$ cat src/rtl/bprm_pkg.sv
// package for the block peak and rms level meter
// holds field widths, the frame control struct and the root unit state type
// no dependencies
package bprm_pkg;

    localparam int SAMPLE_W  = 16;
    localparam int LEVEL_W   = 8;
    localparam int ROOT_BITS = $clog2(LEVEL_W);
    localparam int S_TDATA_W = 32;
    localparam int M_TDATA_W = 32;
    localparam int CFG_W     = 2;

    // per-word control seen by every lane and by the merge stage
    typedef struct packed {
        logic accept;
        logic block_end;
        logic stereo;
    } frame_ctrl_t;

    typedef enum logic [1:0] {
        RMS_IDLE,
        RMS_RUN,
        RMS_DONE
    } rms_state_t;

endpackage

$ cat src/rtl/bprm_lane.sv
// one channel lane: running sum of squares and running scaled peak
// depends on bprm_pkg
module bprm_lane #(
    parameter int LANE  = 0,
    parameter int SUM_W = 38
) (
    input  logic                                   aclk,
    input  logic                                   aresetn,
    input  bprm_pkg::frame_ctrl_t                  ctrl,
    input  logic signed [bprm_pkg::SAMPLE_W-1:0]   sample,
    output logic        [SUM_W-1:0]                sum_final,
    output logic        [bprm_pkg::LEVEL_W-1:0]    peak_final
);
    import bprm_pkg::*;

    logic [SUM_W-1:0]          sum_reg, sum_next;
    logic [LEVEL_W-1:0]        peak_reg, peak_next;
    logic                      active;
    logic signed [31:0]        square;
    logic [SAMPLE_W:0]         mag;
    logic [SAMPLE_W+LEVEL_W:0] mag_scaled;
    logic [LEVEL_W-1:0]        peak_word;

    // channel 0 always counts, channel 1 only while stereo
    assign active = (LANE == 0) || ctrl.stereo;

    // magnitude, square and scaled peak of this word's sample
    assign square     = sample * sample;
    assign mag        = sample[SAMPLE_W-1]
                      ? ((SAMPLE_W+1)'(1) << SAMPLE_W) - {1'b0, sample}
                      : {1'b0, sample};
    assign mag_scaled = {mag, {LEVEL_W{1'b0}}} - {{LEVEL_W{1'b0}}, mag};
    assign peak_word  = mag_scaled[SAMPLE_W-1 +: LEVEL_W];

    // totals including the current word
    always_comb begin
        sum_final  = sum_reg;
        peak_final = peak_reg;
        if (active) begin
            sum_final = sum_reg + SUM_W'($unsigned(square));
            if (peak_word > peak_reg) begin
                peak_final = peak_word;
            end
        end
    end

    // update or clear at the end of a block
    always_comb begin
        sum_next  = sum_reg;
        peak_next = peak_reg;
        if (ctrl.accept) begin
            if (ctrl.block_end) begin
                sum_next  = '0;
                peak_next = '0;
            end else begin
                sum_next  = sum_final;
                peak_next = peak_final;
            end
        end
    end

    always_ff @(posedge aclk) begin
        if (!aresetn) begin
            sum_reg  <= '0;
            peak_reg <= '0;
        end else begin
            sum_reg  <= sum_next;
            peak_reg <= peak_next;
        end
    end

endmodule

$ cat src/rtl/bprm_rms.sv
// bit-serial rms unit: one result bit per cycle, saturates at full scale
// finds the largest k with k*k*BLOCK_FRAMES <= (sum*65025) >> 30; depends on bprm_pkg
module bprm_rms #(
    parameter int BLOCK_FRAMES = 128,
    parameter int SUM_W        = 38
) (
    input  logic                           aclk,
    input  logic                           aresetn,
    input  logic                           start,
    input  logic [SUM_W-1:0]               sum_in,
    input  logic                           take,
    output logic                           done,
    output logic [bprm_pkg::LEVEL_W-1:0]   rms_level
);
    import bprm_pkg::*;

    localparam int PROD_W = SUM_W + 16;
    localparam int CMP_W  = PROD_W - 30;
    localparam int SQ_W   = 2 * LEVEL_W;

    rms_state_t            state_reg, state_next;
    logic [CMP_W-1:0]      prod_reg, prod_next;
    logic [LEVEL_W-1:0]    root_reg, root_next;
    logic [SQ_W-1:0]       sq_reg, sq_next;
    logic [ROOT_BITS-1:0]  bit_reg, bit_next;

    logic [PROD_W-1:0]     full_prod;
    logic [LEVEL_W-1:0]    trial;
    logic [SQ_W:0]         trial_sq_wide;
    logic [SQ_W-1:0]       trial_sq;
    logic [CMP_W-1:0]      trial_scaled;
    logic                  trial_fits;

    // sum * 65025 as shifts and adds, then drop 30 bits
    assign full_prod = (PROD_W'(sum_in) << 16) - (PROD_W'(sum_in) << 9) + PROD_W'(sum_in);

    // trial square built from the running square: (r + b)^2 = r^2 + 2rb + b^2
    assign trial         = root_reg | (LEVEL_W'(1) << bit_reg);
    assign trial_sq_wide = (SQ_W+1)'(sq_reg)
                         + ((SQ_W+1)'(root_reg) << (bit_reg + 1'b1))
                         + ((SQ_W+1)'(1) << {bit_reg, 1'b0});
    assign trial_sq      = trial_sq_wide[SQ_W-1:0];
    assign trial_scaled  = CMP_W'(trial_sq) * CMP_W'(BLOCK_FRAMES);
    assign trial_fits    = trial_scaled <= prod_reg;

    // sequencer for the eight root bits
    always_comb begin
        state_next = state_reg;
        prod_next  = prod_reg;
        root_next  = root_reg;
        sq_next    = sq_reg;
        bit_next   = bit_reg;
        case (state_reg)
            RMS_IDLE: begin
                if (start) begin
                    prod_next  = full_prod[PROD_W-1:30];
                    root_next  = '0;
                    sq_next    = '0;
                    bit_next   = ROOT_BITS'(LEVEL_W - 1);
                    state_next = RMS_RUN;
                end
            end
            RMS_RUN: begin
                if (trial_fits) begin
                    root_next = trial;
                    sq_next   = trial_sq;
                end
                if (bit_reg == '0) begin
                    state_next = RMS_DONE;
                end else begin
                    bit_next = bit_reg - 1'b1;
                end
            end
            RMS_DONE: begin
                if (take) begin
                    state_next = RMS_IDLE;
                end
            end
            default: begin
                state_next = RMS_IDLE;
            end
        endcase
    end

    always_ff @(posedge aclk) begin
        if (!aresetn) begin
            state_reg <= RMS_IDLE;
        end else begin
            state_reg <= state_next;
        end
    end

    // datapath registers
    always_ff @(posedge aclk) begin
        prod_reg <= prod_next;
        root_reg <= root_next;
        sq_reg   <= sq_next;
        bit_reg  <= bit_next;
    end

    assign done      = (state_reg == RMS_DONE);
    assign rms_level = root_reg;

endmodule

$ cat src/rtl/bprm_merge.sv
// merge stage: holds block peaks and mode, packs lane results into the output word
// depends on bprm_pkg
module bprm_merge #(
    parameter int MAX_CHANNELS = 2
) (
    input  logic                                              aclk,
    input  logic                                              aresetn,
    input  bprm_pkg::frame_ctrl_t                             ctrl,
    input  logic [MAX_CHANNELS-1:0][bprm_pkg::LEVEL_W-1:0]    peak_final,
    input  logic [MAX_CHANNELS-1:0]                           rms_done,
    input  logic [MAX_CHANNELS-1:0][bprm_pkg::LEVEL_W-1:0]    rms_level,
    output logic                                              take,
    output logic                                              m_tvalid,
    input  logic                                              m_tready,
    output logic [bprm_pkg::M_TDATA_W-1:0]                    m_tdata
);
    import bprm_pkg::*;

    logic [MAX_CHANNELS-1:0][LEVEL_W-1:0] peak_hold_reg;
    logic                                 stereo_reg;
    logic                                 valid_reg, valid_next;
    logic [M_TDATA_W-1:0]                 data_reg;
    logic [M_TDATA_W-1:0]                 packed_word;
    logic                                 use_right;
    logic [LEVEL_W-1:0]                   peak_right, rms_right;

    // capture peaks and mode when the block closes
    always_ff @(posedge aclk) begin
        if (ctrl.accept && ctrl.block_end) begin
            peak_hold_reg <= peak_final;
            stereo_reg    <= ctrl.stereo;
        end
    end

    // right channel reads zero while mono
    assign use_right  = (MAX_CHANNELS >= 2) && stereo_reg;
    assign peak_right = use_right ? peak_hold_reg[MAX_CHANNELS-1] : '0;
    assign rms_right  = use_right ? rms_level[MAX_CHANNELS-1] : '0;
    assign packed_word = {rms_right, peak_right, rms_level[0], peak_hold_reg[0]};

    // output register loads once every lane has its root and the register is empty or being read
    assign take = (&rms_done) && (!valid_reg || m_tready);

    always_comb begin
        valid_next = valid_reg;
        if (take) begin
            valid_next = 1'b1;
        end else if (m_tready) begin
            valid_next = 1'b0;
        end
    end

    always_ff @(posedge aclk) begin
        if (!aresetn) begin
            valid_reg <= 1'b0;
        end else begin
            valid_reg <= valid_next;
        end
    end

    always_ff @(posedge aclk) begin
        if (take) begin
            data_reg <= packed_word;
        end
    end

    assign m_tvalid = valid_reg;
    assign m_tdata  = data_reg;

endmodule

$ cat src/rtl/block_peak_rms_meter.sv
// top level of the block peak and rms level meter
// depends on bprm_pkg, bprm_lane, bprm_rms, bprm_merge
//
//  channel  | handshake            | payload
//  ---------+----------------------+------------------------------------------
//  s_       | s_tvalid / s_tready  | s_tdata: sample_left, sample_right; s_tlast
//  m_       | m_tvalid / m_tready  | m_tdata: peak_left, rms_left, peak_right,
//           |                      |          rms_right
//  cfg_     | cfg_wr_en            | cfg_wr_data: channel_count
//
// one word per cycle inside a block; the word that closes a block starts the
// bit-serial rms units, and once every unit has its root the result is loaded
// into the output register.
// s_tready stays low from the closing word until the result is in the output
// register; a stalled output holds the result and can hold off the next block.
// reset clears sums, peaks, frame count, and sets channel_count to mono.
module block_peak_rms_meter #(
    parameter int BLOCK_FRAMES = 128,
    parameter int MAX_CHANNELS = 2
) (
    input  logic                              aclk,
    input  logic                              aresetn,
    input  logic                              s_tvalid,
    output logic                              s_tready,
    input  logic [bprm_pkg::S_TDATA_W-1:0]    s_tdata,  // sample_left, sample_right
    input  logic                              s_tlast,  // last_frame
    output logic                              m_tvalid,
    input  logic                              m_tready,
    output logic [bprm_pkg::M_TDATA_W-1:0]    m_tdata,  // peak_left, rms_left, peak_right, rms_right
    input  logic                              cfg_wr_en,
    input  logic [bprm_pkg::CFG_W-1:0]        cfg_wr_data  // channel_count
);
    import bprm_pkg::*;

    localparam int FI_W  = $clog2(BLOCK_FRAMES);
    localparam int SUM_W = $clog2(BLOCK_FRAMES) + 31;

    logic [CFG_W-1:0] channel_count_reg;
    logic [FI_W-1:0]  frame_index_reg, frame_index_next;
    logic             busy_reg, busy_next;
    frame_ctrl_t      ctrl;
    logic             take;

    logic [MAX_CHANNELS-1:0][SUM_W-1:0]   sum_final;
    logic [MAX_CHANNELS-1:0][LEVEL_W-1:0] peak_final;
    logic [MAX_CHANNELS-1:0]              rms_done;
    logic [MAX_CHANNELS-1:0][LEVEL_W-1:0] rms_level;

    // configuration register
    always_ff @(posedge aclk) begin
        if (!aresetn) begin
            channel_count_reg <= CFG_W'(1);
        end else if (cfg_wr_en) begin
            channel_count_reg <= cfg_wr_data;
        end
    end

    // word control for the lanes and merge stage
    assign s_tready       = !busy_reg;
    assign ctrl.accept    = s_tvalid && s_tready;
    assign ctrl.block_end = (frame_index_reg == FI_W'(BLOCK_FRAMES - 1)) || s_tlast;
    assign ctrl.stereo    = (MAX_CHANNELS >= 2) && channel_count_reg[1];

    // frame counter and busy flag
    always_comb begin
        frame_index_next = frame_index_reg;
        busy_next        = busy_reg;
        if (ctrl.accept) begin
            frame_index_next = ctrl.block_end ? '0 : frame_index_reg + 1'b1;
            if (ctrl.block_end) begin
                busy_next = 1'b1;
            end
        end
        if (take) begin
            busy_next = 1'b0;
        end
    end

    always_ff @(posedge aclk) begin
        if (!aresetn) begin
            frame_index_reg <= '0;
            busy_reg        <= 1'b0;
        end else begin
            frame_index_reg <= frame_index_next;
            busy_reg        <= busy_next;
        end
    end

    // one lane and one rms unit per channel
    for (genvar i = 0; i < MAX_CHANNELS; i++) begin : g_lane
        bprm_lane #(
            .LANE  (i),
            .SUM_W (SUM_W)
        ) u_lane (
            .aclk       (aclk),
            .aresetn    (aresetn),
            .ctrl       (ctrl),
            .sample     ($signed(s_tdata[i*SAMPLE_W +: SAMPLE_W])),
            .sum_final  (sum_final[i]),
            .peak_final (peak_final[i])
        );

        bprm_rms #(
            .BLOCK_FRAMES (BLOCK_FRAMES),
            .SUM_W        (SUM_W)
        ) u_rms (
            .aclk      (aclk),
            .aresetn   (aresetn),
            .start     (ctrl.accept && ctrl.block_end),
            .sum_in    (sum_final[i]),
            .take      (take),
            .done      (rms_done[i]),
            .rms_level (rms_level[i])
        );
    end

    bprm_merge #(
        .MAX_CHANNELS (MAX_CHANNELS)
    ) u_merge (
        .aclk       (aclk),
        .aresetn    (aresetn),
        .ctrl       (ctrl),
        .peak_final (peak_final),
        .rms_done   (rms_done),
        .rms_level  (rms_level),
        .take       (take),
        .m_tvalid   (m_tvalid),
        .m_tready   (m_tready),
        .m_tdata    (m_tdata)
    );

endmodule

$ cat config.mk
export PLATFORM = sky130hd
export DESIGN_NAME = block_peak_rms_meter
export DESIGN_NICKNAME = d
export VERILOG_FILES = /design/src/rtl/bprm_pkg.sv /design/src/rtl/bprm_lane.sv /design/src/rtl/bprm_rms.sv /design/src/rtl/bprm_merge.sv /design/src/rtl/block_peak_rms_meter.sv
export SDC_FILE = /design/constraint.sdc
export NUM_CORES = 2
export LEC_CHECK = 0
export ABC_AREA = 1
export BUFFER_PORTS_ARGS = -buffer_cell sky130_fd_sc_hd__buf_2
export CAP_MARGIN = 5
export CORE_ASPECT_RATIO = 0.9
export CORE_MARGIN = 8
export CORE_UTILIZATION = 56
export CTS_BUF_LIST = sky130_fd_sc_hd__clkbuf_8 sky130_fd_sc_hd__clkbuf_16
export DETAILED_ROUTE_END_ITERATION = 8
export PLACE_DENSITY = 0.83
export SLEW_MARGIN = 5
export SYNTH_ARGS = -nofsm -noshare
export SYNTH_HDL_FRONTEND = slang
export SYNTH_SLANG_ARGS = --single-unit
export TNS_END_PERCENT = 1
$ cat constraint.sdc
create_clock -name aclk -period 10.1 [get_ports aclk]
set_clock_uncertainty 0.15 [all_clocks]
set_input_delay 0.505 -clock aclk [delete_from_list [all_inputs] [get_ports aclk]]
set_output_delay 0.505 -clock aclk [all_outputs]
set_load 0.1 [all_outputs]
# --- After elaboration in Yosys (flattened, before gate mapping) ---
# Index checks and enable logic that the tools add are counted.
totals:
  ff_bits: 258
  out_inout_bits: 34
  word_cells: 131
classes:
  add_sub_neg: 19
  mul: 2
  magnitude_cmp: 4
  n_eq_ne: 15
  n_shift: 6
  n_mux: 34
  n_bitwise: 3
  reduce_logical: 25
op_table:
  columns: ["operator", "count"]
  rows:
  - ["$mux 38", 3]
  - ["$add 54x38->54", 2]
  - ["$sub 54x47->54", 2]
  - ["$add 38x32->38", 2]
  - ["$add 16x16->16", 4]
  - ["$mul 16x16->32", 2]
  - ["$mux 8", 8]
  - ["$pmux 16 s2", 2]
  - ["$le 23x24->1", 2]
  - ["$mux 16", 3]
  - ["$sub 23x17->23", 2]
  - ["$mux 17", 2]
  - ["$sub 17x16->17 const A", 2]
  - ["$pmux 8 s2", 2]
  - ["$shl 1x4->16 const A", 2]
  - ["$shl 8x3->16", 2]
  - ["$reduce_and 3->1", 6]
  - ["$gt 8x8->1", 2]
  - ["$or 8x8->8", 2]
  - ["$shl 1x3->8 const A", 2]
  - ["$ne 2x1->1 const B", 6]
  - ["$pmux 2 s3", 2]
  - ["$pmux 3 s2", 2]
  - ["$mux 3", 3]
  - ["other kinds (19)", 41]

# --- Longest topological paths before layout ---
logic_depth:
  depth_word: 7
  mapped_depth: 57
  depth_no_buf: 56

# --- Modules after synthesis ---
# A second synthesis with hierarchy kept.
unflattened:
  hier_cells: 7046
  area_unflattened_um2: 49257.2
by_module_without_submodules:
  columns: ["module", "instances", "cells_per_inst", "area_each_um2", "seq_area_each_um2"]
  rows:
  - ["bprm_lane (g_lane[1].u_lane)", 1, 2087, 15123.3, 920.9]
  - ["bprm_lane (g_lane[0].u_lane)", 1, 1943, 14381.3, 920.9]
  - ["bprm_rms (g_lane[1].u_rms)", 1, 1435, 8832.2, 1571.5]
  - ["bprm_rms (g_lane[0].u_rms)", 1, 1420, 8738.4, 1571.5]
  - ["bprm_merge", 1, 92, 1687.9, 1491.4]
  - ["block_peak_rms_meter", 1, 69, 494.2, 180.2]

# --- Least setup slack after synthesis ---
# Ideal clock, no wire load.
synth_path:
  path_kind: "input to register"
  startpoint: "input s_tdata[15] (netlist bit)"
  endpoint: "register g_lane[0].u_rms.prod_reg[18] (data pin)"
  setup_time_ps: 262
  arrival_time_ps: 10003
  required_time_ps: 9688
  path_slack_ps: -315
  path_stages: 47
  n_path_buf: 4
  cell_sequence: "buf_4 buf_2 buf_2 buf_1 nand2_1 inv_1 fa_1 fa_1 inv_1 fa_1 fa_1 inv_1 fa_1 inv_1 fa_1 inv_1 ha_1 nand2_1 [... 11 more ...] inv_1 nor3_1 nand3_1 nand3_1 xor2_1 inv_1 fa_1 inv_1 ha_1 nand2_1 nor2_1 inv_1 nor4_2 nand3_1 nand3_1 a21oi_1 o21bai_1 xor2_1"
synth_between:
  elab_chain_cells: 4
synth_rtl:
  columns: ["element", "line", "text"]
  rows:
  - ["from (decl)", "block_peak_rms_meter.sv:25", "input logic [bprm_pkg::S_TDATA_W-1:0] s_tdata,"]
  - ["$mul 16x16->32 (*)", "bprm_lane.sv:28", "assign square = sample * sample;"]
  - ["$add 38x32->38 (*)", "bprm_lane.sv:40", "sum_final = sum_reg + SUM_W'($unsigned(square));"]
  - ["$sub 54x47->54", "bprm_rms.sv:35", "assign full_prod = (PROD_W'(sum_in) << 16) - (PROD_W'(sum_in) << 9) + PROD_W'(sum_in);"]
  - ["$add 54x38->54 (*)", "bprm_rms.sv:35", null]
  - ["named net g_lane[0].u_rms.full_prod[48]", "bprm_rms.sv:27", "logic [PROD_W-1:0] full_prod;"]
  - ["to (signal assigned)", "bprm_rms.sv:95", "prod_reg <= prod_next;"]
  - ["to (decl)", "bprm_rms.sv:22", "logic [CMP_W-1:0] prod_reg, prod_next;"]
# The timed path passes the listed nets; every way through them passes the cells marked *.
# A chain may end at the register's enable or synchronous reset.

# --- Final worst setup path ---
layout_path:
  startpoint: "input s_tdata[17] (netlist bit)"
  endpoint: "register g_lane[1].u_rms.prod_reg[15] (data pin)"
layout_between:
  elab_chain_cells: 5
layout_rtl:
  columns: ["element", "line", "text"]
  rows:
  - ["$mul 16x16->32 (*)", "bprm_lane.sv:28", null]
  - ["$add 38x32->38 (*)", "bprm_lane.sv:40", null]
  - ["$mux 38 (*)", "bprm_lane.sv:39", "if (active) begin"]
  - ["$sub 54x47->54", "bprm_rms.sv:35", null]
  - ["$add 54x38->54 (*)", "bprm_rms.sv:35", null]
  - ["named net g_lane[1].u_rms.full_prod[45]", "bprm_rms.sv:27", null]
  - ["to (signal assigned)", "bprm_rms.sv:95", null]
  - ["to (decl)", "bprm_rms.sv:22", null]
# Marks and branches as above.

==> impl_results.md <==
* Worst endpoint required time at 10.26 ns
* Reg area at 6660 sq um
* Number of remaining DRC errors at 0
* Count of buffering cells on the critical path with inverters included at 10
* Yosys synthesis warning count at 0
* Overflow left after global routing at 0
* Register area share after synthesis at 14.5%
* Vias in the first global route at 42.1k
* Crit path max-delay family: adder cells
* Die Ht at 288 um
* Number of fillers in the final layout at 6761
* Placed cell areas at 51300 sq um
* Maximum number of pins on one net before global-route repair at 94
* Row count at 99
* Total area of multi-input combinational cells at 33700 sq um
* Class of the worst hold path: in2reg
* Final Critical Period at 9.77 ns
* Total track usage at 26.8%
* Type of element launching the critical path: primary input
* Number of nets in the layout at 7784
* Top-level port count at 74
* Final HPWL from detailed placement at 107000 um
* Clk buf depth at 3
* Synth area leaders: sky130_fd_sc_hd__fa_1, sky130_fd_sc_hd__ha_1, sky130_fd_sc_hd__inv_1
* Area growth, synth to finish at 14.3%
* Final worst path period share at 96.8%
* DR vias at 42.2k
* Routed length on met1 at 53300 um
* Worst Max-Slew Pin Slew at 1.22 ns
* Number of pins exceeding their max-slew limit in the final report at 0
* CTS Sinks at 257
* Number of flip-flops in the largest register at 76
* Top Metal Used: met4
* Post-synthesis net count at 7250
* Initial Utilization at 56.6%
* Synthesized flop and latch total at 257
* Vias per Instance at 5.42
* Clock transition at path regs at 0.07 ns
* Number of enable-type register cells in the synthesized netlist at 151
* Fmax achieved at 102 MHz
* Worst max-slew margin expressed relative to the limit at 18.5%
* Utilization after layout at 64.7%
* First drt pass iteration count at 8
* Per-cell routed wire length at 16.2 um
* Post-synthesis instance area at 45900 sq um
* Largest fanout on the critical path at 11
* Per-instance average area after synthesis at 7.45 sq um
* Critical path's largest stage delay at 0.61 ns
* Global-route wire length before repair at 205000 um
* Cell at the root of the clock tree: sky130_fd_sc_hd__clkbuf_16
* Clock insertion delay at the later pin of the skew report at 0.58 ns
* Detailed router's first-iteration violation count at 3734
* Post-synth top flop: sky130_fd_sc_hd__edfxtp_1
* Floorplan die area at 91400 sq um
* Final setup violation count at 0
* Final instance area at 52500 sq um
* Share of the synthesized area in the top cell type at 23.6%
* Number of clock buffers inserted by TritonCTS at 27
* Maximum level of the CTS H-tree at 1
* Number of max-cap violations at 0
* Worst Path Arrival at 9.94 ns
* Fraction of final layout cells with drive strength greater than 1 at 13.1%
* Highest-delay cell along the critical path: sky130_fd_sc_hd__fa_1
* RSZ-0062 raised after global routing: yes
* Library cell occupying the most area in the post-synthesis netlist: sky130_fd_sc_hd__fa_1
* Result of the run: finished, final reports clean
* Type of destination of the critical path: flip-flop
* Gate count after technology mapping at 6165
* Number of antenna violations at the first check in global routing at 4
* Number of antenna-violating nets in the routed design at 0
* Routed wire length at 126000 um
* Post-synth cell types at 73
* WS Path Type: in2reg
* Floorplan core area at 81100 sq um
* Length of routed met2 wiring at 60000 um
* Horizontal extent of the die at 318 um
* Final Hold Vio Count at 0
* Met3 wirelength from detailed routing at 9330 um
* Ys async rst share at 0%
* Buffers on Ports at 72
* CTS tree: yes
* Final RePlAce weighted congestion at 0.972
==> cell usage after synthesis (all sizes together), types with 5 or more instances <==
master	n
o21ai	241
nand3	229
a21o	40
xnor2	65
mux2i	6
a21oi	421
dfxtp	106
and2	19
clkbuf	71
a211oi	10
edfxtp	151
o31ai	5
nor3	53
o21a	24
nand3b	10
o21bai	27
o211ai	19
o221ai	7
ha	504
clkinv	8
a21boi	20
inv	1387
nor4	33
fa	541
a31o	5
nand4	43
nand2	1341
xor2	138
and3	7
nor2	487
or2	25
a31oi	46
buf	53
==> layer usage <==
layer / global-route usage, % / vias up
met5: 0 / -
met4: 7.31 / 0
met3: 3.30 / 283
met2: 45.9 / 1534
met1: 36.0 / 20100
li1: - / 20300
==> cell type report <==
class                           count  share of cell area, %
Multi-Input combinational cell   4389                   64.3
Clock buffer                       30                   1.39
Timing Repair Buffer              629                   8.87
Clock inverter                     19                  0.274
Tap cell                         1060                   2.53
Sequential cell                   257                   12.7
Inverter                         1395                   9.98
Antenna cell                        2                0.00954
==> worst reg2reg max path: stages (launching register included) <==
cell and delay (ns):
sky130_fd_sc_hd__edfxtp_1 0.69, sky130_fd_sc_hd__inv_1 0.31, sky130_fd_sc_hd__ha_1 0.66, sky130_fd_sc_hd__clkinv_1 0.34, sky130_fd_sc_hd__nand3_1 0.17, sky130_fd_sc_hd__o21ai_0 0.12
sky130_fd_sc_hd__o21ai_0 0.31, sky130_fd_sc_hd__fa_1 0.48, sky130_fd_sc_hd__ha_1 0.34, sky130_fd_sc_hd__a21oi_1 0.17, sky130_fd_sc_hd__nand2_1 0.13, sky130_fd_sc_hd__nand2_1 0.10
sky130_fd_sc_hd__nand2_1 0.10, sky130_fd_sc_hd__a21boi_0 0.30, sky130_fd_sc_hd__o21ai_0 0.23, sky130_fd_sc_hd__nand2_1 0.10, sky130_fd_sc_hd__nand2_1 0.06, sky130_fd_sc_hd__a21oi_1 0.17
sky130_fd_sc_hd__xor2_1 0.22, sky130_fd_sc_hd__inv_1 0.07, sky130_fd_sc_hd__ha_1 0.31, sky130_fd_sc_hd__nand4_1 0.11, sky130_fd_sc_hd__nor4_1 0.44, sky130_fd_sc_hd__inv_1 0.09
sky130_fd_sc_hd__nor4_1 0.25, sky130_fd_sc_hd__a31oi_1 0.19, sky130_fd_sc_hd__a21oi_2 0.17, sky130_fd_sc_hd__buf_4 0.35
==> through the flow <==
step	TNS, ns	hold WS, ns	setup WS [ns]	instances
after global placement	-1.42	0.253	-0.237	7725
after global routing	-0.478	0.0235	-0.0965	7780
after floorplan	0	0.250	0.0342	6165
after CTS	0	0.0144	0.177	7775
final	0	0.0317	0.327	7781
after detailed placement	-4.44	0.267	-0.566	7725
==> path summary, 6_finish.rpt <==
kind                                   start                           end  slack [ns]  depth (start not counted)
hold reg to reg       u_merge.packed_word[6]            u_merge.m_tdata[6]        0.28                          0
hold / removal                     cfg_wr_en          channel_count_reg[1]        0.03                          3
setup / recovery                 s_tdata[17]  g_lane[1].u_rms.prod_reg[15]        0.33                         41
setup reg to reg  g_lane[1].u_rms.bit_reg[0]    g_lane[1].u_rms.sq_reg[15]        2.64                         27
==> logic make-up (layout without fill, tap and decap cells) <==
logic type / after synthesis / after routing / share of synthesized area [%]
AO/OA/AOI/OAI: 881 / 881 / 11.0
XOR/XNOR: 203 / 203 / 3.94
adder cells (fa/ha/maj): 1045 / 1045 / 37.3
buffers and inverters: 1519 / 2073 / 12.6
flip-flops: 257 / 257 / 14.5
multiplexers: 6 / 6 / 0.131
other: 1 / 3 / 0.00817
AND/OR/NAND/NOR: 2253 / 2253 / 20.5
==> cells in the final DEF (no fill, tap or decap), types with 22 or more instances in the layout <==
cell                           n
sky130_fd_sc_hd__inv_1      1344
sky130_fd_sc_hd__nand2_1    1320
sky130_fd_sc_hd__buf_4       546
sky130_fd_sc_hd__fa_1        539
sky130_fd_sc_hd__ha_1        500
sky130_fd_sc_hd__nor2_1      458
sky130_fd_sc_hd__a21oi_1     409
sky130_fd_sc_hd__nand3_1     217
sky130_fd_sc_hd__o21ai_0     201
sky130_fd_sc_hd__edfxtp_1    151
sky130_fd_sc_hd__xor2_1      131
sky130_fd_sc_hd__dfxtp_1     105
sky130_fd_sc_hd__buf_2        65
sky130_fd_sc_hd__xnor2_1      64
sky130_fd_sc_hd__nor3_1       46
sky130_fd_sc_hd__a31oi_1      44
sky130_fd_sc_hd__inv_2        41
sky130_fd_sc_hd__nand4_1      41
sky130_fd_sc_hd__a21o_1       40
sky130_fd_sc_hd__o21ai_1      28
sky130_fd_sc_hd__clkbuf_16    28
sky130_fd_sc_hd__o21bai_1     26
sky130_fd_sc_hd__nor4_1       25
sky130_fd_sc_hd__o21a_1       24
sky130_fd_sc_hd__nor2_2       22
==> timing repair <==
| action | CTS | global route |
|---|---|---|
| hold endpoints to repair | 1 | 0 |
| pin swaps | 0 | 6 |
| hold buffers | 1 | 0 |
| setup endpoints to repair | 2 | 40 |
| resized for setup | 1 | 65 |
| buffers inserted | 0 | 3 |
Power is left out: the tool's default activity adds up to more than one toggle a clock period on the data nets, which glitch-free logic cannot reach.
